$ cat src/rtl/chh_pkg.sv
// Shared types and constants of the hard-iron compass heading core.
// No dependencies; used by chh_cordic and compass_heading_hard_iron_core.
package chh_pkg;

	localparam int DW        = 18;  // offset-removed sample width
	localparam int PRE_SH    = 16;  // prescale shift before CORDIC
	localparam int XW        = 36;  // CORDIC x/y width incl. gain and sign
	localparam int ANG_W     = 32;  // binary angle, 2^32 = full turn
	localparam int HW        = 15;  // heading width
	localparam int TABLE_LEN = 24;
	localparam int STEP_W    = 5;

	localparam logic [HW-1:0] HEAD_FULL = 15'd23040;

	localparam logic [1:0] MODE_TRAIN   = 2'd0;
	localparam logic [1:0] MODE_HEADING = 2'd1;
	localparam logic [1:0] MODE_RELOAD  = 2'd2;

	localparam logic [1:0] REG_SEED_MIN_X = 2'd0;
	localparam logic [1:0] REG_SEED_MAX_X = 2'd1;
	localparam logic [1:0] REG_SEED_MIN_Y = 2'd2;
	localparam logic [1:0] REG_SEED_MAX_Y = 2'd3;

	localparam logic signed [15:0] SEED_MIN_X_RST = -16'sd699;
	localparam logic signed [15:0] SEED_MAX_X_RST = 16'sd1258;
	localparam logic signed [15:0] SEED_MIN_Y_RST = -16'sd1235;
	localparam logic signed [15:0] SEED_MAX_Y_RST = 16'sd757;

	typedef struct packed {
		logic                 start;
		logic                 take;
		logic signed [DW-1:0] dx;
		logic signed [DW-1:0] dy;
	} chh_req_t;

	typedef struct packed {
		logic          busy;
		logic          done;
		logic [HW-1:0] heading;
	} chh_sts_t;

	// atan(2^-i) as a 32-bit binary angle, rounded
	function automatic logic [ANG_W-1:0] atan_lut(input logic [STEP_W-1:0] i);
		logic [ANG_W-1:0] a;
		case (i)
			5'd0:    a = 32'h20000000;
			5'd1:    a = 32'h12E4051E;
			5'd2:    a = 32'h09FB385B;
			5'd3:    a = 32'h051111D4;
			5'd4:    a = 32'h028B0D43;
			5'd5:    a = 32'h0145D7E1;
			5'd6:    a = 32'h00A2F61E;
			5'd7:    a = 32'h00517C55;
			5'd8:    a = 32'h0028BE53;
			5'd9:    a = 32'h00145F2F;
			5'd10:   a = 32'h000A2F98;
			5'd11:   a = 32'h000517CC;
			5'd12:   a = 32'h00028BE6;
			5'd13:   a = 32'h000145F3;
			5'd14:   a = 32'h0000A2FA;
			5'd15:   a = 32'h0000517D;
			5'd16:   a = 32'h000028BE;
			5'd17:   a = 32'h0000145F;
			5'd18:   a = 32'h00000A30;
			5'd19:   a = 32'h00000518;
			5'd20:   a = 32'h0000028C;
			5'd21:   a = 32'h00000146;
			5'd22:   a = 32'h000000A3;
			5'd23:   a = 32'h00000051;
			default: a = '0;
		endcase
		return a;
	endfunction

endpackage

$ cat src/rtl/compass_heading_hard_iron_core.sv
// Top level of the hard-iron calibrated compass heading core.
// Depends on chh_pkg and chh_cordic.
//
// Each input beat carries a mode in tuser and an X/Y magnetometer sample in tdata.
// A train beat widens the per-axis min/max window and a reload beat copies the
// seed registers into it; both finish in the accepting cycle and give no output.
// A heading beat removes the offset (min+max)/2, truncated toward zero, and runs
// an atan2 on one shared shift/add CORDIC stage, one iteration per cycle, then
// scales the angle with one multiply and a rounding step. s_axis_tready stays low
// from the accepting edge until the output beat is loaded, so the next beat is not
// taken before the heading is through the offset stage, the CORDIC iteration loop,
// the multiply and the rounding step, and a stalled output beat holds the next
// heading back further. The output beat is the heading in 1/64 degree, 0..23039.
// Mode 3 beats are dropped.
module compass_heading_hard_iron_core #(
	parameter int CORDIC_STEPS = 16
) (
	input  logic        clk,
	input  logic        arst_n,
	input  logic        s_axis_tvalid,
	output logic        s_axis_tready,
	input  logic [31:0] s_axis_tdata,   // [15:0] mag_x, [31:16] mag_y
	input  logic [1:0]  s_axis_tuser,   // [1:0] mode
	output logic        m_axis_tvalid,
	input  logic        m_axis_tready,
	output logic [15:0] m_axis_tdata,   // [14:0] heading, [15] zero
	input  logic        cfg_valid,
	output logic        cfg_ready,
	input  logic [1:0]  cfg_index,
	input  logic [15:0] cfg_data
);

	localparam logic [1:0] ST_IDLE = 2'd0;
	localparam logic [1:0] ST_OFS  = 2'd1;
	localparam logic [1:0] ST_WAIT = 2'd2;

	logic [1:0] state_q;
	logic signed [15:0] seed_min_x_q, seed_max_x_q, seed_min_y_q, seed_max_y_q;
	logic signed [15:0] min_x_q, max_x_q, min_y_q, max_y_q;
	logic signed [15:0] mag_x_q, mag_y_q;
	logic               m_valid_q;
	logic [14:0]        heading_q;

	logic signed [15:0] mx, my;
	logic signed [16:0] sum_x, sum_y, ofs_x, ofs_y;
	logic               s_acc, out_load;
	chh_pkg::chh_req_t  req;
	chh_pkg::chh_sts_t  sts;

	assign mx = s_axis_tdata[15:0];
	assign my = s_axis_tdata[31:16];
	assign s_axis_tready = (state_q == ST_IDLE);
	assign s_acc = s_axis_tvalid && s_axis_tready;
	assign cfg_ready = 1'b1;

	assign sum_x = {min_x_q[15], min_x_q} + {max_x_q[15], max_x_q};
	assign sum_y = {min_y_q[15], min_y_q} + {max_y_q[15], max_y_q};
	assign ofs_x = $signed(sum_x + {16'd0, sum_x[16]}) >>> 1;
	assign ofs_y = $signed(sum_y + {16'd0, sum_y[16]}) >>> 1;

	assign out_load = (state_q == ST_WAIT) && sts.done && (!m_valid_q || m_axis_tready);

	assign req.start = (state_q == ST_OFS);
	assign req.take  = out_load;
	assign req.dx    = {{2{mag_x_q[15]}}, mag_x_q} - {ofs_x[16], ofs_x};
	assign req.dy    = {{2{mag_y_q[15]}}, mag_y_q} - {ofs_y[16], ofs_y};

	chh_cordic #(
		.CORDIC_STEPS(CORDIC_STEPS)
	) u_cordic (
		.clk    (clk),
		.arst_n (arst_n),
		.req    (req),
		.sts    (sts)
	);

	always_ff @(posedge clk or negedge arst_n) begin
		if (!arst_n) begin
			state_q      <= ST_IDLE;
			m_valid_q    <= 1'b0;
			seed_min_x_q <= chh_pkg::SEED_MIN_X_RST;
			seed_max_x_q <= chh_pkg::SEED_MAX_X_RST;
			seed_min_y_q <= chh_pkg::SEED_MIN_Y_RST;
			seed_max_y_q <= chh_pkg::SEED_MAX_Y_RST;
			min_x_q      <= chh_pkg::SEED_MIN_X_RST;
			max_x_q      <= chh_pkg::SEED_MAX_X_RST;
			min_y_q      <= chh_pkg::SEED_MIN_Y_RST;
			max_y_q      <= chh_pkg::SEED_MAX_Y_RST;
		end else begin
			if (cfg_valid) begin
				unique case (cfg_index)
					chh_pkg::REG_SEED_MIN_X: seed_min_x_q <= cfg_data;
					chh_pkg::REG_SEED_MAX_X: seed_max_x_q <= cfg_data;
					chh_pkg::REG_SEED_MIN_Y: seed_min_y_q <= cfg_data;
					chh_pkg::REG_SEED_MAX_Y: seed_max_y_q <= cfg_data;
					default: ;
				endcase
			end

			unique case (state_q)
				ST_IDLE: begin
					if (s_acc) begin
						unique case (s_axis_tuser)
							chh_pkg::MODE_TRAIN: begin
								if (mx > max_x_q)  max_x_q <= mx;
								if (mx <= min_x_q) min_x_q <= mx;
								if (my > max_y_q)  max_y_q <= my;
								if (my <= min_y_q) min_y_q <= my;
							end
							chh_pkg::MODE_HEADING: state_q <= ST_OFS;
							chh_pkg::MODE_RELOAD: begin
								min_x_q <= seed_min_x_q;
								max_x_q <= seed_max_x_q;
								min_y_q <= seed_min_y_q;
								max_y_q <= seed_max_y_q;
							end
							default: ;
						endcase
					end
				end
				ST_OFS:  state_q <= ST_WAIT;
				ST_WAIT: if (out_load) state_q <= ST_IDLE;
				default: state_q <= ST_IDLE;
			endcase

			if (out_load)
				m_valid_q <= 1'b1;
			else if (m_axis_tready)
				m_valid_q <= 1'b0;
		end
	end

	always_ff @(posedge clk) begin
		if (s_acc) begin
			mag_x_q <= mx;
			mag_y_q <= my;
		end
		if (out_load)
			heading_q <= sts.heading;
	end

	assign m_axis_tvalid = m_valid_q;
	assign m_axis_tdata  = {1'b0, heading_q};

	a_heading_starts: assert property (@(posedge clk) disable iff (!arst_n)
		(s_acc && s_axis_tuser == chh_pkg::MODE_HEADING) |=> (state_q == ST_OFS))
		else $error("heading beat did not start offset stage");
	a_done_while_wait: assert property (@(posedge clk) disable iff (!arst_n)
		sts.done |-> (state_q == ST_WAIT))
		else $error("CORDIC result with no heading pending");
	a_idle_unit: assert property (@(posedge clk) disable iff (!arst_n)
		s_axis_tready |-> !sts.busy)
		else $error("input ready while CORDIC busy");
	a_heading_range: assert property (@(posedge clk) disable iff (!arst_n)
		m_axis_tvalid |-> (m_axis_tdata[14:0] < chh_pkg::HEAD_FULL))
		else $error("heading out of range");

endmodule

$ cat src/rtl/chh_cordic.sv
// Iterative vectoring CORDIC: atan2 of an offset-removed sample, scaled to 1/64 degree.
// Depends on chh_pkg. One shift/add stage reused for every iteration.
module chh_cordic #(
	parameter int CORDIC_STEPS = 16
) (
	input  logic             clk,
	input  logic             arst_n,
	input  chh_pkg::chh_req_t req,
	output chh_pkg::chh_sts_t sts
);

	localparam int NSTEPS = (CORDIC_STEPS > chh_pkg::TABLE_LEN) ?
		chh_pkg::TABLE_LEN : CORDIC_STEPS;
	localparam logic [chh_pkg::STEP_W-1:0] LAST = chh_pkg::STEP_W'(NSTEPS - 1);
	localparam int PW = chh_pkg::ANG_W + chh_pkg::HW;

	localparam logic [2:0] C_IDLE = 3'd0;
	localparam logic [2:0] C_ROT  = 3'd1;
	localparam logic [2:0] C_MUL  = 3'd2;
	localparam logic [2:0] C_RND  = 3'd3;
	localparam logic [2:0] C_DONE = 3'd4;

	logic [2:0]                          cst_q;
	logic [chh_pkg::STEP_W-1:0]          i_q;
	logic signed [chh_pkg::XW-1:0]       x_q, y_q;
	logic [chh_pkg::ANG_W-1:0]           ang_q;
	logic                                zero_q;
	logic [PW-1:0]                       prod_q;
	logic [chh_pkg::HW-1:0]              heading_q;

	logic signed [chh_pkg::XW-1:0] dx_w, dy_w, xs, ys;
	logic [chh_pkg::ANG_W-1:0]     atan_v;
	logic [PW:0]                   rnd;
	logic [PW-chh_pkg::ANG_W:0]    h;

	assign dx_w = {{(chh_pkg::XW-chh_pkg::DW){req.dx[chh_pkg::DW-1]}}, req.dx} <<< chh_pkg::PRE_SH;
	assign dy_w = {{(chh_pkg::XW-chh_pkg::DW){req.dy[chh_pkg::DW-1]}}, req.dy} <<< chh_pkg::PRE_SH;
	assign xs     = x_q >>> i_q;
	assign ys     = y_q >>> i_q;
	assign atan_v = chh_pkg::atan_lut(i_q);
	assign rnd    = {1'b0, prod_q} + (PW+1)'(33'h0_8000_0000);
	assign h      = rnd[PW:chh_pkg::ANG_W];

	always_ff @(posedge clk or negedge arst_n) begin
		if (!arst_n) begin
			cst_q <= C_IDLE;
		end else begin
			unique case (cst_q)
				C_IDLE: if (req.start) cst_q <= C_ROT;
				C_ROT:  if (i_q == LAST) cst_q <= C_MUL;
				C_MUL:  cst_q <= C_RND;
				C_RND:  cst_q <= C_DONE;
				C_DONE: if (req.take) cst_q <= C_IDLE;
				default: cst_q <= C_IDLE;
			endcase
		end
	end

	always_ff @(posedge clk) begin
		unique case (cst_q)
			C_IDLE: begin
				i_q    <= '0;
				zero_q <= (req.dx == '0) && (req.dy == '0);
				if (req.dx[chh_pkg::DW-1]) begin
					x_q   <= -dx_w;
					y_q   <= -dy_w;
					ang_q <= 32'h8000_0000;
				end else begin
					x_q   <= dx_w;
					y_q   <= dy_w;
					ang_q <= '0;
				end
			end
			C_ROT: begin
				i_q <= i_q + 1'b1;
				if (!y_q[chh_pkg::XW-1]) begin
					x_q   <= x_q + ys;
					y_q   <= y_q - xs;
					ang_q <= ang_q + atan_v;
				end else begin
					x_q   <= x_q - ys;
					y_q   <= y_q + xs;
					ang_q <= ang_q - atan_v;
				end
			end
			C_MUL: prod_q <= PW'(ang_q) * PW'(chh_pkg::HEAD_FULL);
			C_RND: begin
				if (zero_q || (h >= (PW-chh_pkg::ANG_W+1)'(chh_pkg::HEAD_FULL)))
					heading_q <= '0;
				else
					heading_q <= h[chh_pkg::HW-1:0];
			end
			default: ;
		endcase
	end

	assign sts.busy    = (cst_q != C_IDLE);
	assign sts.done    = (cst_q == C_DONE);
	assign sts.heading = heading_q;

	a_iter_range: assert property (@(posedge clk) disable iff (!arst_n)
		(cst_q == C_ROT) |-> (i_q <= LAST))
		else $error("CORDIC iteration past last step");
	a_mul_after_rot: assert property (@(posedge clk) disable iff (!arst_n)
		(cst_q == C_MUL) |-> ($past(cst_q) == C_ROT && $past(i_q) == LAST))
		else $error("multiply entered before rotations finished");
	a_take_only_done: assert property (@(posedge clk) disable iff (!arst_n)
		(cst_q == C_DONE && req.take) |=> (cst_q == C_IDLE))
		else $error("result not released on take");

endmodule

$ cat config.mk
export PLATFORM = sky130hd
export DESIGN_NAME = compass_heading_hard_iron_core
export DESIGN_NICKNAME = d
export VERILOG_FILES = /design/src/rtl/chh_pkg.sv /design/src/rtl/compass_heading_hard_iron_core.sv /design/src/rtl/chh_cordic.sv
export SDC_FILE = /design/constraint.sdc
export NUM_CORES = 2
export LEC_CHECK = 0
export BUFFER_PORTS_ARGS = -buffer_cell sky130_fd_sc_hd__buf_4
export CORE_AREA = 2 2 281 283
export DETAILED_ROUTE_END_ITERATION = 8
export DIE_AREA = 0 0 283 285
export PLACE_DENSITY = 0.68
export SYNTH_ARGS = -nofsm -noshare
export SYNTH_HDL_FRONTEND = slang
export SYNTH_SLANG_ARGS = --single-unit
$ cat constraint.sdc
create_clock -name clk -period 6.19 [get_ports clk]
set_clock_uncertainty 0.15 [all_clocks]
set_input_delay 0.3095 -clock clk [delete_from_list [all_inputs] [get_ports clk]]
set_output_delay 0.3095 -clock clk [all_outputs]
set_load 0.05 [all_outputs]
# [Yosys cells after proc, flatten, opt, wreduce, memory -nomap -nowiden]
# Memories as Yosys holds them, arrays and structs flattened. A register that Yosys moved wholly into a read port is not among the register bits.
# Cells that the tools add are included.
[totals] regBits=344 mem_bits_ro=960 inputBits=57 word_cells=123 n_memories=1
[op_classes] addsub=16 mul=1 magnitude_cmp=5 eq_ne=22 shift=2 mux=29 reduce_logical=26
[memory_table] name="(no name shown)" depth=32 width=30 rd=1 rd_clocked_by_memory_dff=1 write_ports=0 line_no="chh_pkg.sv:45" text="case (i)"
[op_table] operator="$mux W36" count=4
[op_table] operator="$pmux W36 S2" count=2
[op_table] operator="$pmux W16 S2" count=4
[op_table] operator="$add A36 B36 Y36" count=2
[op_table] operator="$neg A33 Y36" count=2
[op_table] operator="$sshr A36 B5 Y36" count=2
[op_table] operator="$sub A36 B36 Y36" count=2
[op_table] operator="$mux W16" count=4
[op_table] operator="$mux W32" count=2
[op_table] operator="$pmux W32 S2" count=1
[op_table] operator="$add A47 B32 Y48 const B" count=1
[op_table] operator="$mul A32 B6 Y38 const B" count=1
[op_table] operator="$logic_not A18 Y1" count=2
[op_table] operator="$add A16 B16 Y17" count=2
[op_table] operator="$add A17 B1 Y17" count=2
[op_table] operator="$sub A16 B16 Y17" count=2
[op_table] operator="$add A32 B32 Y32" count=1
[op_table] operator="$gt A16 B16 Y1" count=2
[op_table] operator="$le A16 B16 Y1" count=2
[op_table] operator="$sub A32 B32 Y32" count=1
[op_table] operator="$ge A16 B15 Y1 const B" count=1
[op_table] operator="$reduce_and A4 Y1" count=4
[op_table] operator="$pmux W3 S5" count=1
[op_table] operator="$ne A2 B2 Y1 const B" count=7
[op_table] operator="22 further kinds" count=47

# [Longest topological paths before layout]
[depth] word_depth=6 mapped_depth=29 mapped_depth_nobuf=27

# [Cells and area by module]
# Synthesis repeated with hierarchy kept, for this count alone.
[hier_totals] hier_cells=3830 hier_area_um2=35283.8
[by_module_without_submodules] module="chh_cordic" n_inst=1 cells_per_inst=2643 area_per_inst_um2=22997.1 seq_area_each_um2=4909.7
[by_module_without_submodules] module="compass_heading_hard_iron_core" n_inst=1 cells_per_inst=1187 area_per_inst_um2=12286.8 seq_area_each_um2=4774.6

# [Worst setup path before layout]
# OpenSTA, ideal clock, no wires.
[synth_path] kind="register -> register" startpoint="reg min_y_q[2]" endpoint="reg u_cordic.y_q[32] (netlist name) (data pin)" setup_ns=0.269 arrival_time_ns=6.279 setup_slack_ns=-0.508 path_stages_with_launch=25 period_less_slack_ns=6.698 cell_sequence="dfstp_2 -> ha_1 -> nor2b_1 -> o21ai_0 -> a21boi_0 -> o21a_1 -> o21ai_0 -> o21ai_0 -> or4b_2 -> a21boi_0 -> ha_1 -> xor2_1 -> ha_1 -> nor2b_1 -> o21a_1 -> o21ai_1 -> a21oi_1 -> xor2_1 -> or4_1 -> or2_2 -> or4_1 -> nor4b_1 -> ha_1 -> a21oi_1 -> o21ai_0"
[synth_via] elab_chain_len=6
[synth_rtl] element="start: declaration" line_no="compass_heading_hard_iron_core.sv:39" text="logic signed [15:0] min_x_q, max_x_q, min_y_q, max_y_q;"
[synth_rtl] element="start signal: assignment" line_no="compass_heading_hard_iron_core.sv:87" text="min_y_q <= chh_pkg::SEED_MIN_Y_RST;"
[synth_rtl] element="start signal: assignment" line_no="compass_heading_hard_iron_core.sv:108" text="if (my <= min_y_q) min_y_q <= my;"
[synth_rtl] element="start signal: assignment" line_no="compass_heading_hard_iron_core.sv:114" text="min_y_q <= seed_min_y_q;"
[synth_rtl] element="$add A16 B16 Y17 *" line_no="compass_heading_hard_iron_core.sv:57" text="assign sum_y = {min_y_q[15], min_y_q} + {max_y_q[15], max_y_q};"
[synth_rtl] element="$add A17 B1 Y17 *" line_no="compass_heading_hard_iron_core.sv:59" text="assign ofs_y = $signed(sum_y + {16'd0, sum_y[16]}) >>> 1;"
[synth_rtl] element="$sub A16 B16 Y17 *" line_no="compass_heading_hard_iron_core.sv:66" text="assign req.dy = {{2{mag_y_q[15]}}, mag_y_q} - {ofs_y[16], ofs_y};"
[synth_rtl] element="$neg A33 Y36" line_no="chh_cordic.sv:66" text="y_q <= -dy_w;"
[synth_rtl] element="$mux W36 *" line_no="chh_cordic.sv:64" text="if (req.dx[chh_pkg::DW-1]) begin"
[synth_rtl] element="$pmux W36 S2 *" line_no="chh_cordic.sv:60" text="unique case (cst_q)"
[synth_rtl] element="end signal: assignment" line_no="chh_cordic.sv:66"
[synth_rtl] element="end signal: assignment" line_no="chh_cordic.sv:70" text="y_q <= dy_w;"
[synth_rtl] element="end signal: assignment" line_no="chh_cordic.sv:78" text="y_q <= y_q - xs;"
[synth_rtl] element="end: declaration" line_no="chh_cordic.sv:25" text="logic signed [chh_pkg::XW-1:0] x_q, y_q;"
# Mark *: on every way between the ends. The rest lies on a longest branch, timed or not.
# A chain may end at the register's enable or synchronous reset.

# [Worst setup path in the final report]
[layout_path] startpoint="reg max_y_q[0]" endpoint="reg u_cordic.y_q[32] (netlist name) (data pin)"
[layout_via] elab_chain_len=6
[layout_rtl] element="start: declaration" line_no="compass_heading_hard_iron_core.sv:39"
[layout_rtl] element="start signal: assignment" line_no="compass_heading_hard_iron_core.sv:88" text="max_y_q <= chh_pkg::SEED_MAX_Y_RST;"
[layout_rtl] element="start signal: assignment" line_no="compass_heading_hard_iron_core.sv:107" text="if (my > max_y_q) max_y_q <= my;"
[layout_rtl] element="start signal: assignment" line_no="compass_heading_hard_iron_core.sv:115" text="max_y_q <= seed_max_y_q;"
[layout_rtl] element="$add A16 B16 Y17 *" line_no="compass_heading_hard_iron_core.sv:57"
[layout_rtl] element="$add A17 B1 Y17 *" line_no="compass_heading_hard_iron_core.sv:59"
[layout_rtl] element="$sub A16 B16 Y17 *" line_no="compass_heading_hard_iron_core.sv:66"
[layout_rtl] element="$neg A33 Y36" line_no="chh_cordic.sv:66"
[layout_rtl] element="$mux W36 *" line_no="chh_cordic.sv:64"
[layout_rtl] element="$pmux W36 S2 *" line_no="chh_cordic.sv:60"
# Marks and branches as above.

==> impl.org <==
** Finish
- Share of the core filled with cells in the final layout :: 0.544
- Most common cell after layout, fill and taps aside :: sky130_fd_sc_hd__buf_4
- The number of antenna diodes in the final layout is 0.
- Relative to the synthesized area, the layout overhead comes to 22.3%.
- Number of fillers in the final layout :: 7,000
- The finished layout holds 5,401 standard cells, fillers aside.
- In the layout the commonest cells are sky130_fd_sc_hd__buf_4 (519), sky130_fd_sc_hd__nor2_1 (358), sky130_fd_sc_hd__ha_1 (305).
- Register cell area after layout :: 9680 sq um
- In the final layout, the multi-input gates occupy 24,100 sq um.
- In the final layout, the share of cells above drive strength 1 is 0.234.
- After the last flow step, the layout net total stands at 4,754.

** Die
- Die span in x :: 283 um
- The die covers 80,700 sq um.
- Count of boundary I/O pins :: 76
- Cell row count :: 103
- Initial core utilization :: 0.445
- Core area :: 78,000 sq um
- The floorplan step set the die height to 285 um.

** Critical path
- Critical path class :: reg -> reg
- In this run the critical register-to-register path is launched from max_y_q[0]$_DFFE_PN1P_.
- Minimum setup slack among reg-to-reg paths :: 0.03 ns
- The endpoint identified for the worst register-to-register timing path is u_cordic.y_q[32]$_DFFE_PN_.
- Along the worst path, the maximum fanout reaches 2.
- The most critical setup path has its startpoint at max_y_q[0]$_DFFE_PN1P_.
- End point of the critical path :: u_cordic.y_q[32]$_DFFE_PN_
- Data on the critical path arrives at its endpoint at 6.31 ns.
- The worst setup path is launched from a register.
- Depth of the worst register-to-register path :: 27
- Kind of capture point of the worst setup path :: register
- Worst Path Required :: 6.35 ns

** Yosys
- After synthesis, the netlist uses 96 different library cells.
- Of the total synthesized cell area, the portion taken by full adders, half adders and majority gates is 0.152.
- After synthesis, the share of cell area in mux cells is 0.117.
- Of the total synthesized cell area, the portion taken by AND, OR, NAND and NOR gates is 0.151.
- Main combinational cell family by area after synthesis :: compound AO/OA/AOI/OAI gates
- Mean instance size in the synthesized netlist :: 9.05 sq um
- For this run, the register share of the synthesized area comes to 0.279.
- Counting flops and latches in the post-synthesis netlist gives 352.
- Counting flops with a built-in enable in the synthesized netlist gives 188.
- Post-synthesis cell area :: 34,700 sq um
- Number of warning messages in the yosys log :: 0
- Synth async-reset ratio :: 0.381
- Synthesis produced a netlist whose cell count is 3,830.
- Synth Area in Compound Gates :: 0.180
- The number of nets in the synthesized netlist is 4,269.
- Top_reg_cell synth :: sky130_fd_sc_hd__edfxtp_1
- Xor/xnor cell area share of the yosys netlist :: 0.0722

** Power and ir drop
- Summed over all cells, the static leakage comes to 19.2 nW.
- VDD sags by at most 204 uV.
- PD cells :: 129 nW/um^2

** Route
- Residual antenna-violating net count after detailed routing :: 0
- WL/cell :: 18.6 um
- In this run, the number of DRC markers left after iteration 0 of detailed routing was 2,187.
- Summed over all layers, the routed wires come to 100,000 um.
- Detail-routed via count per cell :: 5.70
- Drt first pass iters :: 6
- In the routed design, unresolved DRC markers number 0.
- Summing over every cut layer, the via total after detailed routing is 30,800.

** STA
- The number of failing hold endpoints at the final stage came to 0.
- Max_slew headroom :: 0.270
- Pin slew with the least headroom to its limit :: 1.09 ns
- Time the worst path needs with I/O delays and setup :: 6.16 ns
- Derived from the worst setup path, the maximum achievable clock frequency is 0.162 GHz.
- Number of max-slew violations in the final report :: 0
- Final count of negative-setup-slack endpoints :: 0
- Final clock period utilization by the worst path :: 0.995
- Setup repair after global routing could not meet its margin everywhere.

** Global route
- Maximum number of pins on one net before global-route repair :: 80
- Number of global-route vias before repair :: 29,900
- Number of antenna violations at the first check in global routing :: 0
- Global-route wire length before repair :: 157,000 um
- Aggregate global-route resource usage :: 0.238
- Total global routing overflow :: 0

** Clock network
- Clock tree from TritonCTS :: built
- After clock tree synthesis, the clock-pin slew on the worst setup and hold paths is 0.06 ns.
- Clock buffer count from CTS :: 44
- CTS root buf :: sky130_fd_sc_hd__clkbuf_16
- Sinks on Clock Net :: 352
- The clock passes through at most 3 buffers.
- CTS built an H-tree with a depth of 2.
- Insertion delay to the later sink of the worst-skew pair :: 0.60 ns

** Place
- Placer's final routability congestion estimate :: 0.971
- After legalization and detailed placement, the total HPWL measured 77,000 um.
- Including well taps, the total number of placed cells is 5,225.
- I/O Buffers :: 73

** Flow run
- Max-cap check violation count :: 0

** Status
- Result of the run :: completed

** Min path
- The min-delay analysis places its worst path in the category in -> reg.
- Hold-critical path depth :: 4
-- worst min-delay path by stage --
stage                                              from                   endpoint  slack [ns]
floorplan                                        arst_n  m_axis_tvalid$_DFFE_PN0P_       -0.14
global placement    u_cordic.heading_q[7]$_SDFFCE_PP0P_     heading_q[7]$_DFFE_PP_        0.25
detailed placement  u_cordic.heading_q[1]$_SDFFCE_PP0P_     heading_q[1]$_DFFE_PP_        0.26
CTS                                     s_axis_tuser[0]     min_y_q[9]$_DFFE_PN1P_        0.11
global route                            s_axis_tuser[0]     min_y_q[9]$_DFFE_PN1P_        0.15
finish                                  s_axis_tuser[0]     min_y_q[9]$_DFFE_PN1P_        0.13
-- logic make-up after synthesis --
family	Yosys count
simple gates	1105
flops	352
other cells	2
xor+xnor	284
mux	299
compound gates	975
buf+inv	431
fa+ha+maj	382
-- per-layer routing --
layer | GRT usage | up-vias | part of all wire
li1 | - | 14900 | -
met1 | 0.294 | 14800 | 0.41
met2 | 0.432 | 843 | 0.51
met3 | 0.0216 | 185 | 0.044
met4 | 0.0864 | 0 | 0.037
met5 | 0 | - | 0
-- Yosys cell counts (25+ instances only) --
| master | number | area share |
|---|---|---|
| sky130_fd_sc_hd__mux4_2 | 75 | 0.049 |
| sky130_fd_sc_hd__o211ai_1 | 32 | 0.0069 |
| sky130_fd_sc_hd__and2_1 | 33 | 0.0060 |
| sky130_fd_sc_hd__dfxtp_1 | 30 | 0.017 |
| sky130_fd_sc_hd__o21ai_0 | 208 | 0.030 |
| sky130_fd_sc_hd__nor2_1 | 367 | 0.040 |
| sky130_fd_sc_hd__dfstp_2 | 68 | 0.052 |
| sky130_fd_sc_hd__a21o_1 | 83 | 0.018 |
| sky130_fd_sc_hd__a21boi_0 | 28 | 0.0061 |
| sky130_fd_sc_hd__a31oi_1 | 35 | 0.0063 |
| sky130_fd_sc_hd__o21a_1 | 64 | 0.014 |
| sky130_fd_sc_hd__ha_1 | 318 | 0.11 |
| sky130_fd_sc_hd__and3_1 | 37 | 0.0067 |
| sky130_fd_sc_hd__clkbuf_1 | 105 | 0.011 |
| sky130_fd_sc_hd__inv_1 | 275 | 0.030 |
| sky130_fd_sc_hd__a21oi_1 | 282 | 0.041 |
| sky130_fd_sc_hd__dfrtp_1 | 66 | 0.048 |
| sky130_fd_sc_hd__mux2_2 | 93 | 0.030 |
| sky130_fd_sc_hd__fa_1 | 64 | 0.037 |
| sky130_fd_sc_hd__o31ai_1 | 25 | 0.0054 |
| sky130_fd_sc_hd__xnor2_1 | 168 | 0.042 |
| sky130_fd_sc_hd__nor3_1 | 87 | 0.013 |
| sky130_fd_sc_hd__nor2b_1 | 41 | 0.0074 |
| sky130_fd_sc_hd__nand2_1 | 297 | 0.032 |
| sky130_fd_sc_hd__nand4_1 | 34 | 0.0061 |
| sky130_fd_sc_hd__xor2_1 | 115 | 0.029 |
| sky130_fd_sc_hd__nand2b_1 | 37 | 0.0067 |
| sky130_fd_sc_hd__edfxtp_1 | 188 | 0.16 |
| sky130_fd_sc_hd__mux2i_1 | 130 | 0.038 |
| sky130_fd_sc_hd__nand3_1 | 48 | 0.0069 |
-- critical path: stages, from the launching register on --
cell and delay, ns:
sky130_fd_sc_hd__dfstp_2 0.39, sky130_fd_sc_hd__ha_4 0.16, sky130_fd_sc_hd__inv_2 0.06, sky130_fd_sc_hd__fa_2 0.24, sky130_fd_sc_hd__nor2b_4 0.05, sky130_fd_sc_hd__o21ai_2 0.14
sky130_fd_sc_hd__a21boi_2 0.08, sky130_fd_sc_hd__o21a_1 0.23, sky130_fd_sc_hd__o21ai_2 0.19, sky130_fd_sc_hd__o21ai_2 0.09, sky130_fd_sc_hd__or4b_4 0.53, sky130_fd_sc_hd__a21boi_4 0.20
sky130_fd_sc_hd__ha_4 0.18, sky130_fd_sc_hd__xor2_2 0.17, sky130_fd_sc_hd__ha_1 0.25, sky130_fd_sc_hd__nor2b_1 0.13, sky130_fd_sc_hd__o21a_1 0.19, sky130_fd_sc_hd__o21ai_2 0.17
sky130_fd_sc_hd__a21oi_1 0.12, sky130_fd_sc_hd__xor2_1 0.16, sky130_fd_sc_hd__or4_4 0.43, sky130_fd_sc_hd__or2_4 0.27, sky130_fd_sc_hd__or4_4 0.53, sky130_fd_sc_hd__nor4b_4 0.21
sky130_fd_sc_hd__buf_4 0.16, sky130_fd_sc_hd__ha_4 0.19, sky130_fd_sc_hd__a21oi_2 0.13, sky130_fd_sc_hd__o21ai_1 0.07
-- final cells by class --
class                   instances  share of cell area
well taps                    1050              0.0310
clock inverters                24             0.00469
clock buffers                  58              0.0294
inverters                     278              0.0248
repair buffers                592               0.113
multi-input cells            3047               0.569
flip-flops and latches        352               0.228
-- registers in the layout, indices dropped and copies added (netlist names), 15 cells and up --
name,count
heading_q,15
mag_x_q,16
mag_y_q,16
max_x_q,16
max_y_q,16
min_x_q,16
min_y_q,16
seed_max_x_q,16
seed_max_y_q,16
seed_min_x_q,16
seed_min_y_q,16
u_cordic.ang_q,32
u_cordic.atan_v,30
u_cordic.heading_q,15
u_cordic.prod_q,16
u_cordic.x_q,36
u_cordic.y_q,36
-- power by group --
part | switching [mW] | total (mW) | internal [mW]
Sequential | 0.0426 | 2.61 | 2.56
Clock | 1.12 | 2.58 | 1.45
Combinational | 0.139 | 0.289 | 0.150
Total | 1.30 | 5.47 | 4.17
-- metrics by stage --
stage	total power, mW	hold WS [ns]	instance area, sq um	setup slack (ns)	setup TNS [ns]
2_1_floorplan	2.79	-0.136	34700	0.0140	0
3_3_place_gp	2.90	0.252	39300	-0.308	-0.798
3_5_place_dp	2.91	0.255	39300	-0.341	-1.50
4_1_cts	5.53	0.108	41400	0.00653	0
5_1_grt	5.65	0.150	42400	-0.251	-1.67
6_report	5.47	0.133	42400	0.0331	0
-- repair_timing --
action / 4_1_cts / 5_1_grt
endpoints found under the setup margin: 20 / 42
resized for setup: 32 / 153
hold buffers: 52 / 0
pin swaps: 14 / 93
gates cloned: 0 / 2
endpoints found under the hold margin: 183 / 0
buffers inserted: 6 / 35
Power figures use the tool's default switching activity.
